--- src/sv/dba_pkg.sv ---
// Shared types, codes and widths of the disk block allocation bitmap.
// No dependencies; every other file of the block but dba_fifo imports this package.
package dba_pkg;

  localparam int BLOCK_COUNT_DEF = 128;
  localparam int BLOCK_W         = 7;
  localparam int LEN_W           = 8;
  localparam int DISK_W          = 8;
  localparam int REQ_W           = 2;
  localparam int STATUS_W        = 2;
  localparam int QUEUE_DEPTH     = 2;

  localparam logic [DISK_W-1:0] DISK_SIZE_RESET = 8'd100;

  // Request types, also used as back-end command codes.
  localparam logic [REQ_W-1:0] REQ_CONTIG = 2'd0;
  localparam logic [REQ_W-1:0] REQ_HEAD   = 2'd1;
  localparam logic [REQ_W-1:0] REQ_MEMBER = 2'd2;

  // Result status codes.
  localparam logic [STATUS_W-1:0] ST_OK           = 2'd0;
  localparam logic [STATUS_W-1:0] ST_RANGE        = 2'd1;
  localparam logic [STATUS_W-1:0] ST_HEAD_TAKEN   = 2'd2;
  localparam logic [STATUS_W-1:0] ST_MEMBER_TAKEN = 2'd3;

  typedef struct packed {
    logic [REQ_W-1:0]   op;
    logic [BLOCK_W-1:0] blk;
    logic [LEN_W-1:0]   end_blk;
    logic               in_range;
    logic               last;
  } cmd_t;

  typedef struct packed {
    logic [STATUS_W-1:0] status;
    logic [BLOCK_W-1:0]  fail_block;
  } res_t;

endpackage

--- src/sv/disk_block_allocation_bitmap.sv ---
// Top level of the disk block allocation bitmap: front end, command queue,
// back end and result queue. Depends on dba_pkg, dba_fifo, dba_front, dba_back.
//
// Keeps one allocation bit per disk block, all free after reset. A request
// beat is taken when push is high and full is low; results come out of a
// queue and are taken when pop is high and empty is low. A contiguous claim
// (start block, run length) always gives one result; list claims open with a
// head beat, add member beats and give one result on the beat marked last,
// committing head and members all or nothing. The front end accepts one beat
// per cycle while the two-entry command queue has room; member beats with no
// open list and unused request types are dropped there and cost nothing
// further. The back end handles a list beat in a single step; a contiguous
// claim stages its run mask, then searches the whole bitmap for the first
// conflict, and no new beat is taken until it has reported. Sustained rate
// is one list beat per cycle until the two-entry result queue fills. disk_size
// is written through the cfg channel, always ready; write it only while the
// block is idle.
module disk_block_allocation_bitmap #(
  parameter int BLOCK_COUNT = dba_pkg::BLOCK_COUNT_DEF
) (
  input  logic                           clk,
  input  logic                           rst,
  input  logic                           push,
  output logic                           full,
  input  logic [dba_pkg::REQ_W-1:0]      req_type,
  input  logic [dba_pkg::BLOCK_W-1:0]    block,
  input  logic [dba_pkg::LEN_W-1:0]      run_length,
  input  logic                           last,
  output logic                           empty,
  input  logic                           pop,
  output logic [dba_pkg::STATUS_W-1:0]   status,
  output logic [dba_pkg::BLOCK_W-1:0]    fail_block,
  input  logic                           cfg_valid,
  output logic                           cfg_ready,
  input  logic [dba_pkg::DISK_W-1:0]     cfg_data
);
  import dba_pkg::*;

  localparam int SIZE_W = $clog2(BLOCK_COUNT + 1);
  localparam int UW     = (SIZE_W > DISK_W) ? SIZE_W : DISK_W;
  localparam logic [UW-1:0] BC_U = UW'(BLOCK_COUNT);

  logic [DISK_W-1:0] disk_size;
  logic [UW-1:0]     used_wide;
  logic [SIZE_W-1:0] used_size;

  cmd_t front_cmd;
  cmd_t back_cmd;
  res_t back_res;
  res_t out_res;
  logic accept;
  logic cmd_push, cmd_full, cmd_empty, cmd_pop;
  logic res_push, res_full;

  // config register: always ready, a beat lands at once
  assign cfg_ready = 1'b1;

  always_ff @(posedge clk) begin
    if (rst) begin
      disk_size <= DISK_SIZE_RESET;
    end else if (cfg_valid && cfg_ready) begin
      disk_size <= cfg_data;
    end
  end

  // clamp the disk size to the bitmap depth
  assign used_wide = (UW'(disk_size) > BC_U) ? BC_U : UW'(disk_size);
  assign used_size = SIZE_W'(used_wide);

  assign full   = cmd_full;
  assign accept = push && !cmd_full;

  dba_front #(
    .BLOCK_COUNT(BLOCK_COUNT)
  ) u_front (
    .clk        (clk),
    .rst        (rst),
    .accept     (accept),
    .req_type   (req_type),
    .block      (block),
    .run_length (run_length),
    .last       (last),
    .used_size  (used_size),
    .cmd_push   (cmd_push),
    .cmd        (front_cmd)
  );

  dba_fifo #(
    .WIDTH($bits(cmd_t)),
    .DEPTH(QUEUE_DEPTH)
  ) u_cmd_q (
    .clk   (clk),
    .rst   (rst),
    .push  (cmd_push),
    .full  (cmd_full),
    .din   (front_cmd),
    .pop   (cmd_pop),
    .empty (cmd_empty),
    .dout  (back_cmd)
  );

  dba_back #(
    .BLOCK_COUNT(BLOCK_COUNT)
  ) u_back (
    .clk       (clk),
    .rst       (rst),
    .cmd_empty (cmd_empty),
    .cmd       (back_cmd),
    .cmd_pop   (cmd_pop),
    .res_full  (res_full),
    .res_push  (res_push),
    .res       (back_res)
  );

  dba_fifo #(
    .WIDTH($bits(res_t)),
    .DEPTH(QUEUE_DEPTH)
  ) u_res_q (
    .clk   (clk),
    .rst   (rst),
    .push  (res_push),
    .full  (res_full),
    .din   (back_res),
    .pop   (pop),
    .empty (empty),
    .dout  (out_res)
  );

  assign status     = out_res.status;
  assign fail_block = out_res.fail_block;

endmodule

--- src/sv/dba_fifo.sv ---
// Small register queue used between front and back end and on the result side.
// Depends on nothing; depth must be a power of two.
module dba_fifo #(
  parameter int WIDTH = 8,
  parameter int DEPTH = 2
) (
  input  logic             clk,
  input  logic             rst,
  input  logic             push,
  output logic             full,
  input  logic [WIDTH-1:0] din,
  input  logic             pop,
  output logic             empty,
  output logic [WIDTH-1:0] dout
);

  localparam int PTR_W = (DEPTH > 1) ? $clog2(DEPTH) : 1;
  localparam int CNT_W = $clog2(DEPTH + 1);

  logic [WIDTH-1:0] mem [DEPTH];
  logic [PTR_W-1:0] wr_ptr;
  logic [PTR_W-1:0] rd_ptr;
  logic [CNT_W-1:0] count;
  logic             do_push;
  logic             do_pop;

  assign full    = (count == CNT_W'(DEPTH));
  assign empty   = (count == '0);
  assign do_push = push && !full;
  assign do_pop  = pop && !empty;
  assign dout    = mem[rd_ptr];

  always_ff @(posedge clk) begin
    if (do_push) begin
      mem[wr_ptr] <= din;
    end
  end

  always_ff @(posedge clk) begin
    if (rst) begin
      wr_ptr <= '0;
      rd_ptr <= '0;
      count  <= '0;
    end else begin
      if (do_push) begin
        wr_ptr <= wr_ptr + PTR_W'(1);
      end
      if (do_pop) begin
        rd_ptr <= rd_ptr + PTR_W'(1);
      end
      if (do_push && !do_pop) begin
        count <= count + CNT_W'(1);
      end else if (do_pop && !do_push) begin
        count <= count - CNT_W'(1);
      end
    end
  end

endmodule

--- src/sv/dba_front.sv ---
// Front end: takes request beats, range-checks them and drops ones with no effect.
// Depends on dba_pkg; feeds the command queue.
module dba_front #(
  parameter int BLOCK_COUNT = dba_pkg::BLOCK_COUNT_DEF
) (
  input  logic                            clk,
  input  logic                            rst,
  input  logic                            accept,
  input  logic [dba_pkg::REQ_W-1:0]       req_type,
  input  logic [dba_pkg::BLOCK_W-1:0]     block,
  input  logic [dba_pkg::LEN_W-1:0]       run_length,
  input  logic                            last,
  input  logic [$clog2(BLOCK_COUNT+1)-1:0] used_size,
  output logic                            cmd_push,
  output dba_pkg::cmd_t                   cmd
);
  import dba_pkg::*;

  localparam int SIZE_W = $clog2(BLOCK_COUNT + 1);
  localparam int CMP_W  = (SIZE_W > LEN_W) ? SIZE_W : LEN_W;
  localparam int SUM_W  = CMP_W + 1;

  logic             list_open;
  logic             list_open_next;
  logic [SUM_W-1:0] end_sum;
  logic [LEN_W-1:0] end_blk;
  logic             keep;

  // keep the carry: start plus length can pass the top of the length field
  assign end_sum = SUM_W'(block) + SUM_W'(run_length);
  assign end_blk = end_sum[LEN_W-1:0];

  always_comb begin
    cmd.op       = req_type;
    cmd.blk      = block;
    cmd.end_blk  = end_blk;
    cmd.last     = last;
    cmd.in_range = (CMP_W'(block) < CMP_W'(used_size));
    keep           = 1'b0;
    list_open_next = list_open;
    case (req_type)
      REQ_CONTIG: begin
        cmd.in_range   = (end_sum <= SUM_W'(used_size));
        keep           = 1'b1;
        list_open_next = 1'b0;
      end
      REQ_HEAD: begin
        keep           = 1'b1;
        list_open_next = !last;
      end
      REQ_MEMBER: begin
        // drop a member beat that belongs to no open list
        keep           = list_open;
        list_open_next = list_open && !last;
      end
      default: begin
        keep = 1'b0;
      end
    endcase
  end

  assign cmd_push = accept && keep;

  always_ff @(posedge clk) begin
    if (rst) begin
      list_open <= 1'b0;
    end else if (accept) begin
      list_open <= list_open_next;
    end
  end

endmodule

--- src/sv/dba_back.sv ---
// Back end: holds the allocation and pending bitmaps and executes queued commands.
// Depends on dba_pkg; reads the command queue and writes the result queue.
module dba_back #(
  parameter int BLOCK_COUNT = dba_pkg::BLOCK_COUNT_DEF
) (
  input  logic           clk,
  input  logic           rst,
  input  logic           cmd_empty,
  input  dba_pkg::cmd_t  cmd,
  output logic           cmd_pop,
  input  logic           res_full,
  output logic           res_push,
  output dba_pkg::res_t  res
);
  import dba_pkg::*;

  localparam int IDX_W = $clog2(BLOCK_COUNT);

  logic [BLOCK_COUNT-1:0] alloc, alloc_next;
  logic [BLOCK_COUNT-1:0] pending, pending_next;
  logic [STATUS_W-1:0]    lst_status, lst_status_next;
  logic [BLOCK_W-1:0]     lst_fail, lst_fail_next;
  logic                   busy, busy_next;
  logic                   c_range, c_range_next;
  logic [BLOCK_COUNT-1:0] c_mask, c_mask_next;
  logic [BLOCK_COUNT-1:0] c_hit, c_hit_next;

  logic [BLOCK_COUNT-1:0] run_mask;
  logic [BLOCK_COUNT-1:0] lowest;
  logic [IDX_W-1:0]       first_idx;
  logic [IDX_W-1:0]       idx;
  logic                   take;

  logic [BLOCK_COUNT-1:0] base_pend, pend;
  logic [STATUS_W-1:0]    base_st, st, taken_code;
  logic [BLOCK_W-1:0]     base_fb, fb;

  assign idx      = IDX_W'(cmd.blk);
  assign run_mask = ({BLOCK_COUNT{1'b1}} << cmd.blk) & ~({BLOCK_COUNT{1'b1}} << cmd.end_blk);
  assign take     = !busy && !cmd_empty && !res_full;
  assign cmd_pop  = take;

  // isolate the lowest hit of the run, then encode it
  assign lowest = c_hit & (~c_hit + BLOCK_COUNT'(1));

  always_comb begin
    first_idx = '0;
    for (int j = 0; j < BLOCK_COUNT; j++) begin
      if (lowest[j]) begin
        first_idx = first_idx | IDX_W'(j);
      end
    end
  end

  always_comb begin
    alloc_next      = alloc;
    pending_next    = pending;
    lst_status_next = lst_status;
    lst_fail_next   = lst_fail;
    busy_next       = busy;
    c_range_next    = c_range;
    c_mask_next     = c_mask;
    c_hit_next      = c_hit;
    res_push        = 1'b0;
    res             = '0;
    base_pend       = pending;
    base_st         = lst_status;
    base_fb         = lst_fail;
    taken_code      = ST_MEMBER_TAKEN;
    pend            = pending;
    st              = lst_status;
    fb              = lst_fail;

    if (busy) begin
      // contiguous claim after its run is staged: report, mark on success
      res_push  = 1'b1;
      busy_next = 1'b0;
      if (c_range) begin
        res.status = ST_RANGE;
      end else if (|c_hit) begin
        res.status     = ST_HEAD_TAKEN;
        res.fail_block = BLOCK_W'(first_idx);
      end else begin
        res.status = ST_OK;
        alloc_next = alloc | c_mask;
      end
    end else if (take) begin
      case (cmd.op)
        REQ_CONTIG: begin
          // abandon any open list, stage the run
          pending_next    = '0;
          lst_status_next = ST_OK;
          lst_fail_next   = '0;
          busy_next       = 1'b1;
          c_range_next    = !cmd.in_range;
          c_mask_next     = run_mask;
          c_hit_next      = alloc & run_mask;
        end
        REQ_HEAD, REQ_MEMBER: begin
          if (cmd.op == REQ_HEAD) begin
            base_pend  = '0;
            base_st    = ST_OK;
            base_fb    = '0;
            taken_code = ST_HEAD_TAKEN;
          end
          pend = base_pend;
          st   = base_st;
          fb   = base_fb;
          if (!cmd.in_range) begin
            if (base_st == ST_OK) begin
              st = ST_RANGE;
              fb = '0;
            end
          end else begin
            if (alloc[idx] && base_st == ST_OK) begin
              st = taken_code;
              fb = cmd.blk;
            end
            pend = base_pend | (BLOCK_COUNT'(1) << idx);
          end
          if (cmd.last) begin
            // commit all or nothing, then close the list
            res_push        = 1'b1;
            res.status      = st;
            res.fail_block  = fb;
            if (st == ST_OK) begin
              alloc_next = alloc | pend;
            end
            pending_next    = '0;
            lst_status_next = ST_OK;
            lst_fail_next   = '0;
          end else begin
            pending_next    = pend;
            lst_status_next = st;
            lst_fail_next   = fb;
          end
        end
        default: begin
          busy_next = 1'b0;
        end
      endcase
    end
  end

  always_ff @(posedge clk) begin
    c_range <= c_range_next;
    c_mask  <= c_mask_next;
    c_hit   <= c_hit_next;
  end

  always_ff @(posedge clk) begin
    if (rst) begin
      alloc      <= '0;
      pending    <= '0;
      lst_status <= ST_OK;
      lst_fail   <= '0;
      busy       <= 1'b0;
    end else begin
      alloc      <= alloc_next;
      pending    <= pending_next;
      lst_status <= lst_status_next;
      lst_fail   <= lst_fail_next;
      busy       <= busy_next;
    end
  end

endmodule

--- config.mk ---
export PLATFORM = sky130hd
export DESIGN_NAME = disk_block_allocation_bitmap
export DESIGN_NICKNAME = d
export VERILOG_FILES = /design/src/sv/dba_pkg.sv /design/src/sv/disk_block_allocation_bitmap.sv /design/src/sv/dba_fifo.sv /design/src/sv/dba_front.sv /design/src/sv/dba_back.sv
export SDC_FILE = /design/constraint.sdc
export NUM_CORES = 1
export LEC_CHECK = 0
export BUFFER_PORTS_ARGS = -buffer_cell sky130_fd_sc_hd__buf_4
export CORE_ASPECT_RATIO = 1.4
export CORE_MARGIN = 2
export CORE_UTILIZATION = 45
export DETAILED_ROUTE_END_ITERATION = 8
export SETUP_SLACK_MARGIN = 0.02
export SLEW_MARGIN = 20
export SYNTH_ARGS = -nofsm -noshare
export SYNTH_HDL_FRONTEND = slang
export SYNTH_HIERARCHICAL = 1
export SYNTH_SLANG_ARGS = --single-unit
--- constraint.sdc ---
create_clock -name clk -period 16.05 [get_ports clk]
set_input_delay 0 -clock clk [delete_from_list [all_inputs] [get_ports clk]]
set_output_delay 0 -clock clk [all_outputs]
set_load 0.05 [all_outputs]
After elaboration in Yosys (flattened, before gate mapping)
Memory sizes are Yosys's and may differ from the RTL's. A register that Yosys moved wholly into a read port is not among the register bits.
Cells that the tools add are included.
Word-level totals
  bits of input ports: 31
  flip-flop bits (word level): 540
  bits in latches: 0
  word-level logic and storage cells: 414
  ROM bits: 0
  output and inout bits: 12
  RAM bits: 56
  memories kept: 2
Operators by class
  multipliers: 0
  equal/unequal tests: 8
  reduce and logical (&&, ||, !) cells: 54
  magnitude comparators: 4
  bitwise logic cells: 9
  div/mod/pow operators: 0
  shift-type cells: 3
  $add $sub $neg: 10
  multiplexer cells: 308
Memories
  u_cmd_q.mem: words 2, width 19, rd ports 1, clocked after Yosys merged registers in 1, write ports 1, line dba_fifo.sv:20  | logic [WIDTH-1:0] mem [DEPTH];
  u_res_q.mem: words 2, width 9, rd ports 1, clocked after Yosys merged registers in 1, write ports 1, line dba_fifo.sv:20
Operators with widths (number)
  $mux W128: 46
  $mux W7: 95
  $and A128 B128 Y128: 3
  $or A128 B128 Y128: 3
  $not A128 Y128: 2
  $pmux W128 S2: 1
  $mux W6: 32
  $add A128 B1 Y128 const B: 1
  $reduce_or A128 Y1: 1
  $shl A1 B7 Y128 const A: 1
  $shl A128 B7 Y128 const A: 1
  $shl A128 B8 Y128 const A: 1
  $mux W2: 46
  $mux W9: 10
  $mux W5: 16
  $mux W1: 42
  $mux W4: 8
  $mux W8: 3
  $reduce_bool A2 Y1: 11
  $logic_and A1 B1 Y1: 14
  $pmux W7 S2: 1
  $logic_not A2 Y1: 6
  $mux W3: 4
  $logic_not A1 Y1: 11
  22 further kinds: 37

Longest topological paths before layout
Gate-level depths: netlist (run 1).
  word-level depth: 136
  depth in mapped cells: 18
  mapped depth without buffers: 11

Hierarchy
Netlist (run 1), hierarchy kept.
By module, submodules not included
  dba_back: area each 26301.5 um^2, times used 1, cells each 2775, sequential area each 13042.5 um^2
  dba_fifo (u_cmd_q): area each 1585.3 um^2, times used 1, cells each 84, sequential area each 1241.2 um^2
  dba_fifo (u_res_q): area each 864.6 um^2, times used 1, cells each 53, sequential area each 640.6 um^2
  dba_front: area each 848.3 um^2, times used 1, cells each 105, sequential area each 20.0 um^2
  disk_block_allocation_bitmap: area each 361.6 um^2, times used 1, cells each 37, sequential area each 160.2 um^2

Least setup slack after synthesis (run 1)
OpenSTA, ideal clock, no wires.
  kind: reg-to-reg
  from: register (tool-made name)
  to: register u_back.c_hit[0], enable pin
  clock period less this slack: 7.731 ns
  data required time: 15.399 ns
  arrival time: 7.080 ns
  path slack: 8.319 ns
  stages on the path, launching flop included: 7
  library setup time: 0.651 ns
  buffers on the path: 2
  cells stage by stage: dfxtp_1 -> buf_2 -> buf_4 -> mux2_2 -> inv_1 -> ha_1 -> and2_1
RTL lines
  end signal, assigned: line dba_back.sv:148  | c_hit <= c_hit_next;
  end, declared: line dba_back.sv:26  | logic [BLOCK_COUNT-1:0] c_hit, c_hit_next;

==> out/metrics.cfg, run 1 <==
[run_status]
outcome=finished, final reports clean

[synth]
synth_cells=3054
yosys_warnings=6
ys_async_sr_fraction=0
ys_types=87
syn_nets=3115
yosysMostFrequentCell=nor2_1
yosys.area.top_type=edfxtp_1
synth.area.top_cells=edfxtp_1 (31%), dfxtp_1 (19%), a22oi_1 (6.2%)
ys.flop_type=edfxtp_1
synth_edf_count=313
synth_commonest_cells=nor2_1 (473), edfxtp_1 (313), dfxtp_1 (285)
syn_area_um2=30000
ys_seq_area_frac=0.504
synth_top_area_frac=0.314
ys_ff_latch=598
avgSynthCellArea_um2=9.81

[clock_network]
clock-sinks=598
cts.path.max_buffers=3
cts-htree-levels=2
numCtsBuffers=56
root_buffer=clkbuf_16
clk_pin_slew_ns=0.07
cts_tree=built
post_cts.repair.setup_buffers=0
insertion_delay_ns=0.65
postCtsResizedCells=0

[timing]
grt_setup_unrepaired=false
final.setup.tns_ns=0
setup_violations=0
slew_headroom=0.122
fin_crit_ns=5.73
finalHoldViolCount=0
skew_ns=0.0276
drv_slew=0
worst_slew_pin_slew_ns=1.30
fmax_mhz=174
final.period_utilization=0.357
fin_hold_ws_ns=0.0622

[cells_and_area]
drive_gt1_frac=0.104
nNetsFinal=3098
fillCellCount=6028
area_growth_pct=11.1
postLayoutCoreUtil=0.507
fin_cells=3937

[global_routing]
use_met2=0.645
grt_use_total=0.387
busiest_layer=met2
grt_antenna_before_repair=13
gr-total-overflow=0
grt_max_degree=95
met1_usage=0.456
grt_pass1_wl_um=190000
grtUsageMet3=0.0643
grt_pass1_vias=25500

[drt]
routedWlPerCell_um=34.3
first_iter_violations=3788
viasPerCell=6.87
firstDrtPassIters=7
num_vias=27000
final_antenna_net_count=0
drc=0
routed_wl_um=135000

[setup_path]
rrSetupSlack_ns=10.32
path_class=flip-flop to flip-flop
startpoint_type=flip-flop
critical_path.max_fanout=68
cp-end-kind=flip-flop
reg2regPathDepth=12
required_ns=16.53
arrival_ns=6.22
r2r_end=u_back/alloc[68]$_SDFFE_PP0P_

[power]
p_clk_frac=0.316
ir_drop_uv=91.1
leakage_nw=11.1
switching_share=0.364
pwr-share-comb=0.267
p_int_mw=2.84
power_density_nw_per_um2=134
seqPwrFrac=0.417
p_switching_mw=1.63

[hold_path]
hold_depth=7
hold_end=u_cmd_q/wr_ptr$_SDFFE_PP0P_
hp-class=input port to flip-flop
holdCritStartpoint=push

[place]
dp_cells=3784
routabilityCongestion=1.07
hpwl_um=101000
io_buffers=41

[floorplanning]
coreArea_um2=65700
die_w_um=222
die_h_um=309
rows=111
die_area_um2=68700
io_pins=43
start_util=0.456

[job]
timing.max_cap.violations=0

flip-flops by register name (all words and copies together), names as in the netlist, 7 cells and up, named ones only:
register,count
u_back/c_mask,128
u_res_q/mem,18
u_cmd_q/mem,38
u_back/lst_fail,7
u_back/alloc,128
u_back/pending,128
u_back/c_hit,128
disk_size,8
stage by stage:
step / area, µm² / power (mW) / setup slack (ns)
2_1_floorplan: 30000 / 2.57 / 8.32
3_3_place_gp: 30900 / 3.00 / 10.56
3_5_place_dp: 30900 / 3.01 / 10.53
4_1_cts: 33200 / 4.42 / 10.52
5_1_grt: 33300 / 4.57 / 10.21
6_report: 33300 / 4.47 / 10.32
power by group through the flow:
stage	logic [mW]	clock network, mW	registers, mW
after floorplan	0.691	0	1.88
after global placement	1.12	0	1.89
after detailed placement	1.12	0	1.89
after CTS	1.13	1.43	1.86
after global routing	1.21	1.48	1.87
final	1.19	1.41	1.86
placed cells by master (no fill, tap or decap), drive strengths merged, types with 31 or more instances in the layout:
cell type and n:
o22ai 48, o21ai 74, dlygate4sd3 41, dfxtp 285, o2bb2ai 95, edfxtp 313
buf 109, and2 121, nor4 72, nand3 56, a221oi 43, clkbuf 84
nor2 473, nor3 106, nand2 125, a211oi 31, a22oi 249, mux2 31
nand4 36, a21oi 200, inv 83
worst max-delay path by stage:
stage / from / to / slack, ns
after floorplan: flip-flop / u_back/c_hit[0]$_DFFE_PP_ / 8.32
after global placement: flip-flop / u_back/alloc[67]$_SDFFE_PP0P_ / 10.56
after detailed placement: flip-flop / u_back/alloc[67]$_SDFFE_PP0P_ / 10.53
after CTS: flip-flop / u_back/alloc[68]$_SDFFE_PP0P_ / 10.52
after global routing: flip-flop / u_back/alloc[56]$_SDFFE_PP0P_ / 10.21
final: flip-flop / u_back/alloc[68]$_SDFFE_PP0P_ / 10.32
critical path, cell delays in order (launching register included):
cell       delay (ns)
dfxtp_1          0.89
mux2_2           0.30
buf_4            0.38
clkinv_1         0.72
o2111ai_1        0.61
nand3_1          0.23
o211ai_1         0.17
o21ai_1          0.14
and3_1           0.20
o21ai_4          0.11
buf_4            0.65
buf_4            0.79
o2bb2ai_1        0.20
cell families after synthesis:
group	share of synthesized area
compound gates	0.208
xor+xnor	0.00322
fa+ha+maj	0.0128
buf+inv	0.0450
flops	0.504
mux	0.0375
other cells	0.000125
simple gates	0.189
layer usage:
metal | up-vias | part of all wire
met2 | 1729 | 0.47
met1 | 13300 | 0.36
met5 | - | 0.00055
met3 | 423 | 0.084
met4 | 10 | 0.087
li1 | 11600 | -
layout make-up:
type | instances | area (µm²) | share of cell area
Multi-Input combinational cell | 2149 | 13600 | 0.409
Clock inverter | 22 | 255 | 0.00767
Inverter | 82 | 312 | 0.00936
Sequential cell | 598 | 15100 | 0.454
Antenna cell | 5 | 12.5 | 0.000376
Timing Repair Buffer | 150 | 1260 | 0.0377
Tap cell | 847 | 1060 | 0.0318
Clock buffer | 84 | 1670 | 0.0503
repair_timing:
action,4_1_cts,5_1_grt
hold buffers,41,0
endpoints found under the setup margin,0,0
hold endpoints to repair,64,0
No activity file was read; power rests on OpenSTA's default activity.
==> inputs of run 2 (changes only) <==
--- a/config.mk
+++ b/config.mk
@@ -5,6 +5,7 @@
 export SDC_FILE = /design/constraint.sdc
 export NUM_CORES = 1
 export LEC_CHECK = 0
+export ABC_AREA = 1
 export BUFFER_PORTS_ARGS = -buffer_cell sky130_fd_sc_hd__buf_4
 export CORE_ASPECT_RATIO = 1.4
 export CORE_MARGIN = 2
==> constraint.sdc (replaced) <==
create_clock -name clk -period 4.9 [get_ports clk]
set_input_delay 0 -clock clk [delete_from_list [all_inputs] [get_ports clk]]
set_output_delay 0 -clock clk [all_outputs]
set_load 0.05 [all_outputs]
==> run 2 against run 1 <==
  * Setup slack worse by 9.5 ns
  * Clock power grew to 3.5 times the previous value
  * Critical path depth rose by 3
==> out/metrics.cfg, run 2 <==
[setup_path]
r2r_end=u_res_q/mem[0][2]$_DFFE_PP_
startpoint_type=flip-flop
cpMostUsedCell=nand3_1
path_class=flip-flop to flip-flop
r2r_start=u_back/c_hit[20]$_DFFE_PP_
cp_num_buf_inv=3  ; -1
crit_chain=inv_1 -> nand3_1 -> nor2_1 -> nand3_1 -> inv_1 -> nand3_1 -> inv_1 -> nand2_1 -> nand2_1 -> nor3_1 -> nand3_1 -> nor2_1 -> nand3_1 -> nand2_1 -> nand2_1
critical_path_depth=15  ; +3
rrSetupSlack_ns=0.85  ; -9.47 ns
slowest_stage=nor3_1
required_ns=5.28  ; -11.25 ns
reg2regPathDepth=15  ; +3
critical_path.max_fanout=4  ; -94%
arrival_ns=4.43  ; -1.79 ns
cpPeakStageDelay_ns=0.97  ; +0.08 ns
cp-end-kind=flip-flop
path_delay_family=simple AND/OR/NAND/NOR gates

[clock_network]
clock-sinks=598  ; unchanged
postCtsResizedCells=0  ; unchanged
clk_pin_slew_ns=0.06  ; about the same
cts.path.max_buffers=3  ; unchanged
cts_hold_buf=46  ; +12%
root_buffer=clkbuf_16
cts_tree=built
insertion_delay_ns=0.65  ; about the same
post_cts.repair.setup_buffers=0  ; unchanged
numCtsBuffers=58  ; +3.6%
cts-htree-levels=2  ; unchanged

[synth]
ys_async_sr_fraction=0  ; unchanged
yosys.area.top_type=edfxtp_1
synth_cells=4610  ; +51%
syn_nets=4671  ; +50%
syn_area_um2=33200  ; +11%
synth_edf_count=313  ; unchanged
synth_top_area_frac=0.283  ; -0.0309
avgSynthCellArea_um2=7.21  ; -27%
synth.area.top_cells=edfxtp_1 (28%), dfxtp_1 (17%), nand2_1 (16%)
ys_ff_latch=598  ; unchanged
ys_types=56  ; -36%
synth_commonest_cells=nand2_1 (1404), nor2_1 (597), inv_1 (427)
ys_seq_area_frac=0.454  ; -0.0497
yosysMostFrequentCell=nand2_1
yosys_warnings=6  ; unchanged
ys.flop_type=edfxtp_1

[hold_path]
hp-class=input port to flip-flop
holdCritStartpoint=run_length[5]
hold_end=u_cmd_q/mem[1][9]$_DFFE_PP_
hold_depth=5  ; -2

[cells_and_area]
final_common_cell=nand2_1
postLayoutCoreUtil=0.511  ; +0.00442
area_growth_pct=12.1
mostFrequentLayoutCells=nand2_1 (1400), nor2_1 (594), inv_1 (424)
fin_cells=5625  ; +43%
stdcell_area_um2=37300  ; +12%
drive_gt1_frac=0.0713  ; -0.0324
nNetsFinal=4680  ; +51%

[floorplanning]
coreArea_um2=72900  ; +11%
start_util=0.456  ; about the same
rows=117  ; +5.4%
die_area_um2=76100  ; +11%
die_w_um=234  ; +5.2%
io_pins=43  ; unchanged
die_h_um=326  ; +5.3%

[drt]
firstDrtPassIters=6  ; -1
num_vias=33800  ; +25%
final_antenna_net_count=0  ; unchanged
routedWlPerCell_um=27.1  ; -21%
viasPerCell=6.01  ; -12%
drc=0  ; unchanged
routed_wl_um=153000  ; +13%
first_iter_violations=4089  ; +7.9%

[global_routing]
grt_pass1_vias=31900  ; +25%
grt_pass1_wl_um=217000  ; +14%
grt_max_degree=136  ; +43%
grt_antenna_before_repair=12  ; -1
grt_use_total=0.394  ; +0.00684
gr-total-overflow=0  ; unchanged

[timing]
skew_ns=0.0300  ; +0.00244 ns
fmax_mhz=247  ; +42%
finalHoldViolCount=0  ; unchanged
grt_setup_unrepaired=false
fin_hold_ws_ns=0.0472  ; -0.0149 ns
drv_slew=0  ; unchanged
final.period_utilization=0.827  ; +0.469
slew_headroom=0.184  ; +0.0617
worst_slew_pin_slew_ns=1.22  ; -0.0850 ns
setup_violations=0  ; unchanged
fin_crit_ns=4.05  ; -1.68 ns

[power]
power_mw=16.4  ; +270%
leakage_nw=14.4  ; +30%
ir_drop_uv=492  ; +440%
power_density_nw_per_um2=441  ; +230%

[place]
placed_area_um2=34700  ; +12%
io_buffers=41  ; unchanged
dp_cells=5465  ; +44%
hpwl_um=113000  ; +11%
routabilityCongestion=1.10  ; +2.2%

[run_status]
outcome=finished, final reports clean

[job]
timing.max_cap.violations=0  ; unchanged

==> run 2: cell count changes after synthesis, moves of 26 or more <==
cell | previous run | this run
nand2_1 | 125 | 1404
inv_1 | 79 | 427
a22oi_1 | 249 | 4
nand4_1 | 36 | 223
a21oi_1 | 200 | 325
nor2_1 | 473 | 597
o21ai_0 | 71 | 195
and2_1 | 119 | 20
o2bb2ai_1 | 95 | 0
nand3_1 | 55 | 143
nor3_1 | 106 | 146
o22ai_1 | 41 | 4
a221oi_1 | 43 | 8
mux4_2 | 26 | 0
==> run 2: worst max path at each step <==
stage	start	endpoint	slack [ns]
detailed placement	flip-flop	u_back/alloc[114]$_SDFFE_PP0P_	1.07
floorplan	flip-flop	u_back/c_hit[0]$_DFFE_PP_	-0.35
global route	u_back/c_hit[3]$_DFFE_PP_	u_res_q/mem[1][6]$_DFFE_PP_	0.76
CTS	u_back/c_hit[34]$_DFFE_PP_	u_back/alloc[113]$_SDFFE_PP0P_	1.01
global placement	u_back/c_hit[34]$_DFFE_PP_	u_back/alloc[112]$_SDFFE_PP0P_	1.07
finish	u_back/c_hit[20]$_DFFE_PP_	u_res_q/mem[0][2]$_DFFE_PP_	0.85
==> run 2: through the flow <==
stage / TNS [ns] / setup slack (ns)
floorplan: -90.20 / -0.351
global placement: 0 / 1.07
detailed placement: 0 / 1.07
CTS: 0 / 1.01
global route: 0 / 0.756
finish: 0 / 0.850
==> run 2: cells by family (layout without fill, tap and decap cells) <==
kind of cell             Yosys count  count (layout)  share of synthesized area
AO/OA/AOI/OAI                    594             594                     0.0949
XOR/XNOR                           6               6                    0.00158
adder cells (fa/ha/maj)           30              30                     0.0115
buffers and inverters            685             744                     0.0847
flip-flops                       598             598                      0.454
multiplexers                      28              28                     0.0106
other                              1               5                   0.000113
AND/OR/NAND/NOR                 2668            2668                      0.342
==> run 2: area by class of cell <==
type	count	area, µm²
diodes	4	10.0
well taps	952	1190
clock inverters	32	405
repair buffers	188	1760
multi-input cells	3327	15400
inverters	446	1680
flip-flops and latches	598	15100
fillers	7369	35600
clock buffers	78	1700
==> run 2: tightest hold or removal path, cell delays in order <==
cell     delay [ns]
buf_4          0.08
ha_1           0.15
a21oi_1        0.07
nand3_1        0.10
xor2_1         0.11
==> run 2: report_power, final <==
group | internal [mW] | switching (mW) | total [mW]
registers | 5.88 | 0.289 | 6.17
clock network | 2.87 | 2.07 | 4.94
logic | 1.10 | 4.22 | 5.32
==> run 2: routing by layer <==
| layer | vias up | GRT usage | wire length (µm) |
|---|---|---|---|
| li1 | 15300 | - | - |
| met1 | 15800 | 0.449 | 52900 |
| met2 | 2014 | 0.638 | 70300 |
| met3 | 651 | 0.0760 | 13600 |
| met4 | 6 | 0.319 | 15700 |
| met5 | - | 0 | 39 |
